File: src/design/rrq_pkg.sv
`timescale 1ns / 1ps
// ----------------------------------------------------------------------------
// rrq_pkg - shared definitions for the round-robin ready queue
// Sizes, request and status codes, sequencer states and helpers.
// ----------------------------------------------------------------------------
package rrq_pkg;

   localparam int QUEUE_DEPTH = 64;
   localparam int PTR_W       = $clog2(QUEUE_DEPTH);
   localparam int CNT_W       = $clog2(QUEUE_DEPTH + 1);
   localparam int ADDR_W      = PTR_W + 1;       // bank bit above the slot
   localparam int TASK_COUNT  = 256;
   localparam int TASK_W      = $clog2(TASK_COUNT);
   localparam int ID_W        = 8;
   localparam int SLICE_W     = 16;

   typedef enum logic [2:0] {
      OP_ADD     = 3'd0,
      OP_REMOVE  = 3'd1,
      OP_SET_RUN = 3'd2,
      OP_YIELD   = 3'd3,
      OP_TICK    = 3'd4
   } op_code_type;

   typedef enum logic [1:0] {
      ST_OK   = 2'd0,
      ST_FULL = 2'd1,
      ST_DUP  = 2'd2
   } status_code_type;

   typedef enum logic [3:0] {
      S_CLEAR,
      S_IDLE,
      S_ADD_RD,
      S_ADD_EV,
      S_ADD_FIN,
      S_REM_RD,
      S_REM_EV,
      S_YLD_RD,
      S_YLD_RUN,
      S_YLD_EV,
      S_DONE
   } state_type;

   // ids at or beyond the task count have no runnable bit
   function automatic logic task_ok(input logic [ID_W-1:0] id);
      return int'(id) < TASK_COUNT;
   endfunction

endpackage

File: src/design/rrq_ram.sv
`timescale 1ns / 1ps
// ----------------------------------------------------------------------------
// rrq_ram - ring storage, two banks of queue slots
// One write port and one read port with registered read data.
// ----------------------------------------------------------------------------
module rrq_ram (
   input  logic                        clock,
   input  logic                        we,
   input  logic [rrq_pkg::ADDR_W-1:0]  waddr,
   input  logic [rrq_pkg::ID_W-1:0]    wdata,
   input  logic [rrq_pkg::ADDR_W-1:0]  raddr,
   output logic [rrq_pkg::ID_W-1:0]    rdata
);

   logic [rrq_pkg::ID_W-1:0] mem [2*rrq_pkg::QUEUE_DEPTH];

   always_ff @(posedge clock) begin
      if (we) begin
         mem[waddr] <= wdata;
      end
      rdata <= mem[raddr];
   end

endmodule

File: src/design/round_robin_ready_queue_core.sv
`timescale 1ns / 1ps
// ----------------------------------------------------------------------------
// round_robin_ready_queue_core - round-robin ready queue scheduler
// Ring of task ids with add, remove, set-runnable, yield and tick requests.
// ----------------------------------------------------------------------------
//  channel   direction  handshake                  payload
//  req       in         req_valid / req_stall      req_type, req_task_id,
//                                                  req_runnable_in
//  rsp       out        rsp_valid / rsp_stall      rsp_status, rsp_switched,
//                                                  rsp_next_id, rsp_queue_count
//  csr       in         csr_wr_en                  csr_wr_data (slice_ticks)
//
//  Items that touch no ring entry go straight from accept to the result.
//  Add reads and evaluates each queued entry, then appends; remove reads and evaluates each.
//  Yield and yielding ticks visit entries in steps of ring read, runnable read, evaluate.
//  At most one item is in work; req_stall is high until its result is registered.
//  Reset is synchronous; head and count are cleared, the ring RAM is not, and a
//  pass over all 256 runnable bits clears them with req_stall high. A waiting result
//  does not block the next request.
// ----------------------------------------------------------------------------
module round_robin_ready_queue_core (
   input  logic                          clock,
   input  logic                          reset,
   input  logic                          req_valid,
   output logic                          req_stall,
   input  logic [2:0]                    req_type,
   input  logic [rrq_pkg::ID_W-1:0]      req_task_id,
   input  logic                          req_runnable_in,
   output logic                          rsp_valid,
   input  logic                          rsp_stall,
   output logic [1:0]                    rsp_status,
   output logic                          rsp_switched,
   output logic [rrq_pkg::ID_W-1:0]      rsp_next_id,
   output logic [rrq_pkg::CNT_W-1:0]     rsp_queue_count,
   input  logic                          csr_wr_en,
   input  logic [rrq_pkg::SLICE_W-1:0]   csr_wr_data
);

   rrq_pkg::state_type              state_ff, state_in;
   rrq_pkg::op_code_type            op_ff, op_in;
   logic [rrq_pkg::ID_W-1:0]        id_ff, id_in;
   logic [rrq_pkg::PTR_W-1:0]       head_ff, head_in;
   logic [rrq_pkg::CNT_W-1:0]       count_ff, count_in;
   logic                            bank_ff, bank_in;
   logic [rrq_pkg::CNT_W-1:0]       idx_ff, idx_in;
   logic [rrq_pkg::CNT_W-1:0]       kept_ff, kept_in;
   logic [rrq_pkg::TASK_W-1:0]      clr_ff, clr_in;
   logic [rrq_pkg::ID_W-1:0]        cur_ff, cur_in;
   logic                            cur_valid_ff, cur_valid_in;
   logic [rrq_pkg::SLICE_W-1:0]     phase_ff, phase_in;
   logic [rrq_pkg::SLICE_W-1:0]     slice_ff;
   rrq_pkg::status_code_type        res_status_ff, res_status_in;
   logic                            res_sw_ff, res_sw_in;
   logic [rrq_pkg::ID_W-1:0]        res_id_ff, res_id_in;

   logic                            rsp_valid_ff;
   logic [1:0]                      rsp_status_ff;
   logic                            rsp_switched_ff;
   logic [rrq_pkg::ID_W-1:0]        rsp_next_id_ff;
   logic [rrq_pkg::CNT_W-1:0]       rsp_queue_count_ff;

   logic                            ram_we;
   logic [rrq_pkg::ADDR_W-1:0]      ram_waddr, ram_raddr;
   logic [rrq_pkg::ID_W-1:0]        ram_wdata, ram_rdata;

   logic                            ready_mem [rrq_pkg::TASK_COUNT];
   logic                            ready_rd_ff;
   logic                            ready_we;
   logic [rrq_pkg::TASK_W-1:0]      ready_waddr, ready_raddr;
   logic                            ready_wdata;

   logic                            req_take;
   logic                            rsp_load;
   logic [rrq_pkg::PTR_W-1:0]       walk_slot;
   logic [rrq_pkg::CNT_W-1:0]       idx_inc;
   logic [rrq_pkg::SLICE_W-1:0]     phase_next, slice_limit;
   logic                            tick_fire;
   logic                            pop_ready;

   assign req_take  = req_valid && !req_stall;
   assign req_stall = (state_ff != rrq_pkg::S_IDLE);
   assign rsp_load  = (state_ff == rrq_pkg::S_DONE) && (!rsp_valid_ff || !rsp_stall);

   // shared walk unit: slot under the cursor and cursor advance
   assign walk_slot = head_ff + idx_ff[rrq_pkg::PTR_W-1:0];
   assign idx_inc   = idx_ff + rrq_pkg::CNT_W'(1);

   assign phase_next  = phase_ff + rrq_pkg::SLICE_W'(1);
   assign slice_limit = (slice_ff == '0) ? rrq_pkg::SLICE_W'(1) : slice_ff;
   assign tick_fire   = (phase_next >= slice_limit) || (phase_next == '0);

   // runnable bit of the popped id, read in the cycle after the ring entry
   assign ready_raddr = ram_rdata[rrq_pkg::TASK_W-1:0];
   assign pop_ready   = rrq_pkg::task_ok(ram_rdata) && ready_rd_ff;

   rrq_ram u_ram (
      .clock (clock),
      .we    (ram_we),
      .waddr (ram_waddr),
      .wdata (ram_wdata),
      .raddr (ram_raddr),
      .rdata (ram_rdata)
   );

   // next state
   always_comb begin
      state_in = state_ff;
      unique case (state_ff)
         rrq_pkg::S_CLEAR: begin
            if (clr_ff == rrq_pkg::TASK_W'(rrq_pkg::TASK_COUNT - 1)) begin
               state_in = rrq_pkg::S_IDLE;
            end
         end
         rrq_pkg::S_IDLE: begin
            if (req_take) begin
               case (req_type)
                  rrq_pkg::OP_ADD:
                     state_in = (count_ff != '0) ? rrq_pkg::S_ADD_RD : rrq_pkg::S_ADD_FIN;
                  rrq_pkg::OP_REMOVE:
                     state_in = (count_ff != '0) ? rrq_pkg::S_REM_RD : rrq_pkg::S_DONE;
                  rrq_pkg::OP_YIELD:
                     state_in = (count_ff != '0) ? rrq_pkg::S_YLD_RD : rrq_pkg::S_DONE;
                  rrq_pkg::OP_TICK:
                     state_in = (tick_fire && count_ff != '0) ? rrq_pkg::S_YLD_RD
                                                              : rrq_pkg::S_DONE;
                  default:
                     state_in = rrq_pkg::S_DONE;
               endcase
            end
         end
         rrq_pkg::S_ADD_RD:  state_in = rrq_pkg::S_ADD_EV;
         rrq_pkg::S_ADD_EV: begin
            if (ram_rdata == id_ff) begin
               state_in = rrq_pkg::S_DONE;
            end else if (idx_inc == count_ff) begin
               state_in = rrq_pkg::S_ADD_FIN;
            end else begin
               state_in = rrq_pkg::S_ADD_RD;
            end
         end
         rrq_pkg::S_ADD_FIN: state_in = rrq_pkg::S_DONE;
         rrq_pkg::S_REM_RD:  state_in = rrq_pkg::S_REM_EV;
         rrq_pkg::S_REM_EV:
            state_in = (idx_inc == count_ff) ? rrq_pkg::S_DONE : rrq_pkg::S_REM_RD;
         rrq_pkg::S_YLD_RD:  state_in = rrq_pkg::S_YLD_RUN;
         rrq_pkg::S_YLD_RUN: state_in = rrq_pkg::S_YLD_EV;
         rrq_pkg::S_YLD_EV: begin
            if (pop_ready && (!cur_valid_ff || ram_rdata != cur_ff)) begin
               state_in = rrq_pkg::S_DONE;
            end else if (idx_ff == rrq_pkg::CNT_W'(1)) begin
               state_in = rrq_pkg::S_DONE;          // tries used up
            end else if (!pop_ready && count_ff == rrq_pkg::CNT_W'(1)) begin
               state_in = rrq_pkg::S_DONE;          // ring drained
            end else begin
               state_in = rrq_pkg::S_YLD_RD;
            end
         end
         rrq_pkg::S_DONE: begin
            if (rsp_load) begin
               state_in = rrq_pkg::S_IDLE;
            end
         end
         default: state_in = rrq_pkg::S_IDLE;
      endcase
   end

   // datapath and RAM control
   always_comb begin
      op_in         = op_ff;
      id_in         = id_ff;
      head_in       = head_ff;
      count_in      = count_ff;
      bank_in       = bank_ff;
      idx_in        = idx_ff;
      kept_in       = kept_ff;
      clr_in        = clr_ff;
      cur_in        = cur_ff;
      cur_valid_in  = cur_valid_ff;
      phase_in      = phase_ff;
      res_status_in = res_status_ff;
      res_sw_in     = res_sw_ff;
      res_id_in     = res_id_ff;
      ram_we        = 1'b0;
      ram_waddr     = {bank_ff, walk_slot};
      ram_wdata     = id_ff;
      ram_raddr     = {bank_ff, walk_slot};
      ready_we      = 1'b0;
      ready_waddr   = id_ff[rrq_pkg::TASK_W-1:0];
      ready_wdata   = 1'b0;
      unique case (state_ff)
         rrq_pkg::S_CLEAR: begin
            ready_we    = 1'b1;
            ready_waddr = clr_ff;
            clr_in      = clr_ff + rrq_pkg::TASK_W'(1);
         end
         rrq_pkg::S_IDLE: begin
            if (req_take) begin
               op_in         = rrq_pkg::op_code_type'(req_type);
               id_in         = req_task_id;
               idx_in        = '0;
               kept_in       = '0;
               res_status_in = rrq_pkg::ST_OK;
               res_sw_in     = 1'b0;
               res_id_in     = '0;
               case (req_type)
                  rrq_pkg::OP_SET_RUN: begin
                     ready_we    = rrq_pkg::task_ok(req_task_id);
                     ready_waddr = req_task_id[rrq_pkg::TASK_W-1:0];
                     ready_wdata = req_runnable_in;
                  end
                  rrq_pkg::OP_YIELD: idx_in = count_ff;
                  rrq_pkg::OP_TICK: begin
                     idx_in   = count_ff;
                     phase_in = tick_fire ? '0 : phase_next;
                  end
                  default: ;
               endcase
            end
         end
         rrq_pkg::S_ADD_EV: begin
            if (ram_rdata == id_ff) begin
               res_status_in = rrq_pkg::ST_DUP;
            end
            idx_in = idx_inc;
         end
         rrq_pkg::S_ADD_FIN: begin
            ready_we    = rrq_pkg::task_ok(id_ff);
            ready_wdata = 1'b1;
            if (count_ff == rrq_pkg::CNT_W'(rrq_pkg::QUEUE_DEPTH)) begin
               res_status_in = rrq_pkg::ST_FULL;
            end else begin
               ram_we    = 1'b1;
               ram_waddr = {bank_ff, head_ff + count_ff[rrq_pkg::PTR_W-1:0]};
               count_in  = count_ff + rrq_pkg::CNT_W'(1);
            end
         end
         rrq_pkg::S_REM_EV: begin
            // keep survivors, packed from slot 0 of the other bank
            if (ram_rdata != id_ff) begin
               ram_we    = 1'b1;
               ram_waddr = {~bank_ff, kept_ff[rrq_pkg::PTR_W-1:0]};
               ram_wdata = ram_rdata;
               kept_in   = kept_ff + rrq_pkg::CNT_W'(1);
            end
            idx_in = idx_inc;
            if (idx_inc == count_ff) begin
               bank_in  = ~bank_ff;
               head_in  = '0;
               count_in = (ram_rdata != id_ff) ? kept_ff + rrq_pkg::CNT_W'(1) : kept_ff;
            end
         end
         rrq_pkg::S_YLD_RD: begin
            ram_raddr = {bank_ff, head_ff};
         end
         rrq_pkg::S_YLD_RUN: begin
            // hold the head entry on the read port while its runnable bit is read
            ram_raddr = {bank_ff, head_ff};
         end
         rrq_pkg::S_YLD_EV: begin
            // pop the head; a runnable entry goes back to the tail
            head_in = head_ff + rrq_pkg::PTR_W'(1);
            idx_in  = idx_ff - rrq_pkg::CNT_W'(1);
            if (pop_ready) begin
               ram_we    = 1'b1;
               ram_waddr = {bank_ff, head_ff + count_ff[rrq_pkg::PTR_W-1:0]};
               ram_wdata = ram_rdata;
               if (!cur_valid_ff || ram_rdata != cur_ff) begin
                  cur_in       = ram_rdata;
                  cur_valid_in = 1'b1;
                  res_sw_in    = 1'b1;
                  res_id_in    = ram_rdata;
               end
            end else begin
               count_in = count_ff - rrq_pkg::CNT_W'(1);
            end
         end
         default: ;
      endcase
   end

   always_ff @(posedge clock) begin
      if (reset) begin
         state_ff      <= rrq_pkg::S_CLEAR;
         head_ff       <= '0;
         count_ff      <= '0;
         bank_ff       <= 1'b0;
         clr_ff        <= '0;
         cur_ff        <= '0;
         cur_valid_ff  <= 1'b0;
         phase_ff      <= '0;
         slice_ff      <= rrq_pkg::SLICE_W'(1);
         rsp_valid_ff  <= 1'b0;
      end else begin
         state_ff      <= state_in;
         head_ff       <= head_in;
         count_ff      <= count_in;
         bank_ff       <= bank_in;
         clr_ff        <= clr_in;
         cur_ff        <= cur_in;
         cur_valid_ff  <= cur_valid_in;
         phase_ff      <= phase_in;
         if (csr_wr_en) begin
            slice_ff <= csr_wr_data;
         end
         if (rsp_load) begin
            rsp_valid_ff <= 1'b1;
         end else if (!rsp_stall) begin
            rsp_valid_ff <= 1'b0;
         end
      end
   end

   always_ff @(posedge clock) begin
      op_ff         <= op_in;
      id_ff         <= id_in;
      idx_ff        <= idx_in;
      kept_ff       <= kept_in;
      res_status_ff <= res_status_in;
      res_sw_ff     <= res_sw_in;
      res_id_ff     <= res_id_in;
      if (rsp_load) begin
         rsp_status_ff      <= res_status_ff;
         rsp_switched_ff    <= res_sw_ff;
         rsp_next_id_ff     <= res_id_ff;
         rsp_queue_count_ff <= count_ff;
      end
   end

   // runnable bits, one per task id
   always_ff @(posedge clock) begin
      if (ready_we) begin
         ready_mem[ready_waddr] <= ready_wdata;
      end
      ready_rd_ff <= ready_mem[ready_raddr];
   end

   assign rsp_valid       = rsp_valid_ff;
   assign rsp_status      = rsp_status_ff;
   assign rsp_switched    = rsp_switched_ff;
   assign rsp_next_id     = rsp_next_id_ff;
   assign rsp_queue_count = rsp_queue_count_ff;

   a_count_bound: assert property (@(posedge clock) disable iff (reset)
      count_ff <= rrq_pkg::CNT_W'(rrq_pkg::QUEUE_DEPTH))
      else $error("ring count beyond depth");

   a_pick_is_current: assert property (@(posedge clock) disable iff (reset)
      (state_ff == rrq_pkg::S_DONE && res_sw_ff) |-> (cur_valid_ff && cur_ff == res_id_ff))
      else $error("picked id not taken as current task");

   a_requeue_keeps_count: assert property (@(posedge clock) disable iff (reset)
      (state_ff == rrq_pkg::S_YLD_EV && ram_we) |=> count_ff == $past(count_ff))
      else $error("re-queue changed the ring count");

   a_status_add_only: assert property (@(posedge clock) disable iff (reset)
      (rsp_load && res_status_ff != rrq_pkg::ST_OK) |-> op_ff == rrq_pkg::OP_ADD)
      else $error("add status on a request that is not add");

   a_quiet_after_reset: assert property (@(posedge clock)
      reset |=> !rsp_valid_ff)
      else $error("result presented right after reset");

endmodule
File: config.mk
export PLATFORM = sky130hd
export DESIGN_NAME = round_robin_ready_queue_core
export DESIGN_NICKNAME = d
export VERILOG_FILES = /design/src/design/rrq_pkg.sv /design/src/design/rrq_ram.sv /design/src/design/round_robin_ready_queue_core.sv
export SDC_FILE = /design/constraint.sdc
export NUM_CORES = 2
export LEC_CHECK = 0
export ABC_AREA = 1
export BUFFER_PORTS_ARGS = -buffer_cell sky130_fd_sc_hd__clkbuf_2
export CAP_MARGIN = 40
export CORE_MARGIN = 2
export CORE_UTILIZATION = 41
export DETAILED_ROUTE_END_ITERATION = 7
export PLACE_DENSITY = 0.6
export SYNTH_ARGS = -nofsm -noshare
export SYNTH_HDL_FRONTEND = slang
export SYNTH_SLANG_ARGS = --single-unit
File: constraint.sdc
create_clock -name clock -period 9.3 [get_ports clock]
set_input_delay 1.86 -clock clock [delete_from_list [all_inputs] [get_ports clock]]
set_output_delay 1.86 -clock clock [all_outputs]
set_load 0.1 [all_outputs]
==> impl_metrics.py <==
metrics = {
    "route": {
        "route.antenna.remaining_nets": 0,
        "drt-pass1-iter-count": 7,
        "via_count": 43819,
        "wl_mm": 166.3,
        "remaining_design_rule_violation_count": 0,
        "route.detailed.wl_per_inst_um": 20.01,
        "vias_per_cell": 5.273,
        "drt_iter0_drc": 4842,
    },
    "timing": {
        "maxSlewHeadroom": 0.3356,
        "worst_clock_skew_ns": 0.04320,
        "grt_setup_unrepaired": "no",
        "slew_of_the_pin_with_the_lowest_slew_margin_ns": 0.9965,
        "timing_max_transition_violations_final": 0,
        "fin_setup_tns_ns": 0,
        "finalHoldWorstSlack_ns": 0.4132,
        "setup_viol_count_final": 0,
        "layout_worst_path_cycle_share": 0.5329,
        "finalHoldViolCount": 0,
        "timing.fmax_ghz": 0.2018,
        "min_period_ns": 4.956,
    },
    "placement": {
        "dp.final_hpwl_mm": 100.2,
        "place.detailed.instances": 8031,
        "place.gp.congestion": 0.8924,
        "port_buffers": 52,
    },
    "clock_network": {
        "post_cts_gate_resize_count": 0,
        "cts_post_setup_buffers_inserted": 0,
        "clk_pin_slew_worst_paths_ns": 0.06,
        "cts_root_buffer": "clkbuf_16",
        "cts.hold.buffers_added": 0,
        "cts_tree": "yes",
        "htree_num_levels": 4,
        "cts_num_sinks": 1408,
        "cts_made_buffers": 152,
        "insertion_delay_ns": 0.78,
        "max-clock-path-buffers": 3,
    },
    "synth": {
        "number_of_distinct_library_cell_variants_in_the_gate_level_netlist_after_synthesis": 43,
        "yosysSeqAreaShare": 0.6627,
        "synth_top_flop_cell": "edfxtp_1",
        "post_synth_inst_count": 6210,
        "asyncSetResetFlopFracSynth": 0,
        "synth_enable_flop_cells": 1331,
        "postSynthRegisterBits": 1408,
        "synth_area_um2": 62630,
        "yosys_warnings": 0,
        "mappedNetlistNets": 6282,
        "post_syn_area_per_cell_um2": 10.09,
    },
    "grt": {
        "track_usage": 0.2104,
        "initial_antenna_violation_count": 5,
        "grt_first_pass_wirelength_mm": 252.2,
        "grt_pass1_vias": 41671,
        "global_route.overflow_total": 0,
        "grt_start_max_net_pins": 179,
    },
    "setup_path": {
        "worstRegToRegCells": 12,
        "crit_path_start_kind": "register",
        "worst-endpoint-required_ns": 9.71,
        "crit_path_max_fanout": 37,
        "type_of_the_worst_setup_path": "reg2reg",
        "worst_ep_arrival_time_ns": 5.36,
        "worstSetupEndpointType": "register",
    },
    "die": {
        "design.portCount": 53,
        "initial_utilization": 0.4123,
        "die_height_um": 394.9,
        "die_footprint_um2": 155900,
        "fp-row-count": 143,
        "placeableCoreArea_um2": 151900,
        "chipWidth_um": 394.9,
    },
    "pwr": {
        "vdd_ir_drop_max_v": 0.0001898,
        "power-per-cell-area_nw_per_um2": 181.5,
        "static-leakage-power_uw": 0.02616,
        "total_power_uw": 12650,
    },
    "layout": {
        "stdcell_count": 8310,
        "finalNetCount": 6227,
        "final_cell_mix": "nand2_1 (1594), edfxtp_1 (1331), nand3_1 (763)",
        "synthesis_to_finish_area_growth_pct": 11.26,
        "fillCellCount": 13927,
        "final_common_cell": "nand2_1",
        "share_of_final_layout_standard_cells_stronger_than_drive_strength_1": 0.06134,
    },
    "min_path": {
        "holdCritPathClass": "reg2reg",
        "hold_depth": 0,
    },
    "job": {
        "count_of_maximum_capacitance_violations": 0,
    },
    "outcome": {
        "status": "finished clean",
    },
}
worst paths after layout:
| path | start | end | slack, ns |
|---|---|---|---|
| max | u_ram.rdata[2]$_DFF_P_ | u_ram.mem[74][0]$_DFFE_PP_ | 4.34 |
| max reg2reg | u_ram.rdata[2]$_DFF_P_ | u_ram.mem[74][0]$_DFFE_PP_ | 4.34 |
| min | res_id_ff[4]$_SDFFCE_PN0P_ | rsp_next_id[4]$_DFFE_PP_ | 0.41 |
| min reg2reg | res_id_ff[4]$_SDFFCE_PN0P_ | rsp_next_id[4]$_DFFE_PP_ | 0.41 |
power breakdown:
group | total, µW | switching [µW] | internal [µW] | leakage [µW]
clock network | 5740 | 2490 | 3250 | 0.00228
registers | 6840 | 2.87 | 6830 | 0.0123
logic | 72.8 | 53.4 | 19.4 | 0.0116
cell families (layout without fill, tap and decap cells):
| family | count (synthesis) | count (layout) | share of synthesized area |
|---|---|---|---|
| other cells | 0 | 4 | 0 |
| flops | 1408 | 1408 | 0.6627 |
| buf+inv | 1057 | 1123 | 0.06730 |
| xor+xnor | 15 | 15 | 0.002097 |
| compound gates | 605 | 605 | 0.05619 |
| simple gates | 3086 | 3086 | 0.2036 |
| fa+ha+maj | 39 | 39 | 0.008030 |
routing by layer:
| metal | global-route usage | part of all wire |
|---|---|---|
| met3 | 0.03018 | 0.073 |
| met1 | 0.2949 | 0.43 |
| met2 | 0.3356 | 0.46 |
| met5 | 0 | 0 |
| met4 | 0.07184 | 0.032 |
cell usage after synthesis (2+ instances only):
cell type / count / area, µm²
a21o_1: 3 / 22.52
a21oi_1: 93 / 465.5
a31oi_1: 2 / 12.51
and3_1: 2 / 12.51
buf_1: 23 / 86.33
buf_2: 195 / 975.9
clkbuf_1: 118 / 442.9
dfxtp_1: 77 / 1541
edfxtp_1: 1331 / 39970
fa_1: 2 / 40.04
ha_1: 37 / 462.9
inv_1: 704 / 2643
inv_2: 15 / 56.30
nand2_1: 1597 / 5995
nand2_2: 4 / 25.02
nand3_1: 764 / 3824
nand3b_1: 5 / 37.54
nand4_1: 25 / 156.4
nor2_1: 633 / 2376
nor2_2: 7 / 43.79
nor2_4: 2 / 22.52
nor3_1: 39 / 195.2
nor4_1: 3 / 18.77
o211ai_1: 130 / 975.9
o21ai_0: 277 / 1386
o21ai_1: 6 / 30.03
o21ai_2: 4 / 35.03
o221ai_1: 5 / 43.79
o22ai_1: 76 / 475.5
o31ai_1: 3 / 22.52
or2_2: 3 / 18.77
xnor2_1: 4 / 35.03
xor2_1: 11 / 96.34
metrics by stage:
stage	area (µm²)	utilization	setup slack, ns
after global routing	69680	0.4587	4.051
after CTS	69680	0.4587	4.445
after detailed placement	64980	0.4278	4.428
after global placement	64580	0.4251	4.235
final	69690	0.4587	4.344
after floorplan	62630	-	1.725
area by class of cell:
cell class | instances | area [µm²] | area share
flip-flops and latches | 1408 | 41520 | 0.5958
multi-input cells | 3745 | 17070 | 0.2450
clock buffers | 191 | 3991 | 0.05728
inverters | 720 | 2708 | 0.03885
well taps | 2030 | 2540 | 0.03645
repair buffers | 128 | 1141 | 0.01637
clock inverters | 84 | 705.7 | 0.01013
diodes | 4 | 10.01 | 0.0001436
critical path: stages (launching register included):
cell and delay [ns]:
dfxtp_2 0.80, inv_2 0.45, nand2_1 0.17, nand4_1 0.10
nor2_1 0.09, nand2_1 0.25, nand2_2 0.23, o22ai_1 0.10
a21oi_1 0.33, inv_1 0.11, nor2_1 0.71, nand2_1 0.49
nor2_1 0.71
flip-flops by register name, summed over array words and instances (netlist names), 2 cells and up:
name	cells
clr_ff	8
count_ff	7
cur_ff	8
head_ff	6
id_ff	8
idx_ff	7
kept_ff	7
phase_ff	16
ready_mem	256
res_id_ff	8
res_status_ff	2
rsp_next_id	8
rsp_queue_count	7
rsp_status	2
slice_ff	16
state_ff	4
u_ram.mem	1024
u_ram.rdata	8
(Power assumes the default switching activity.)
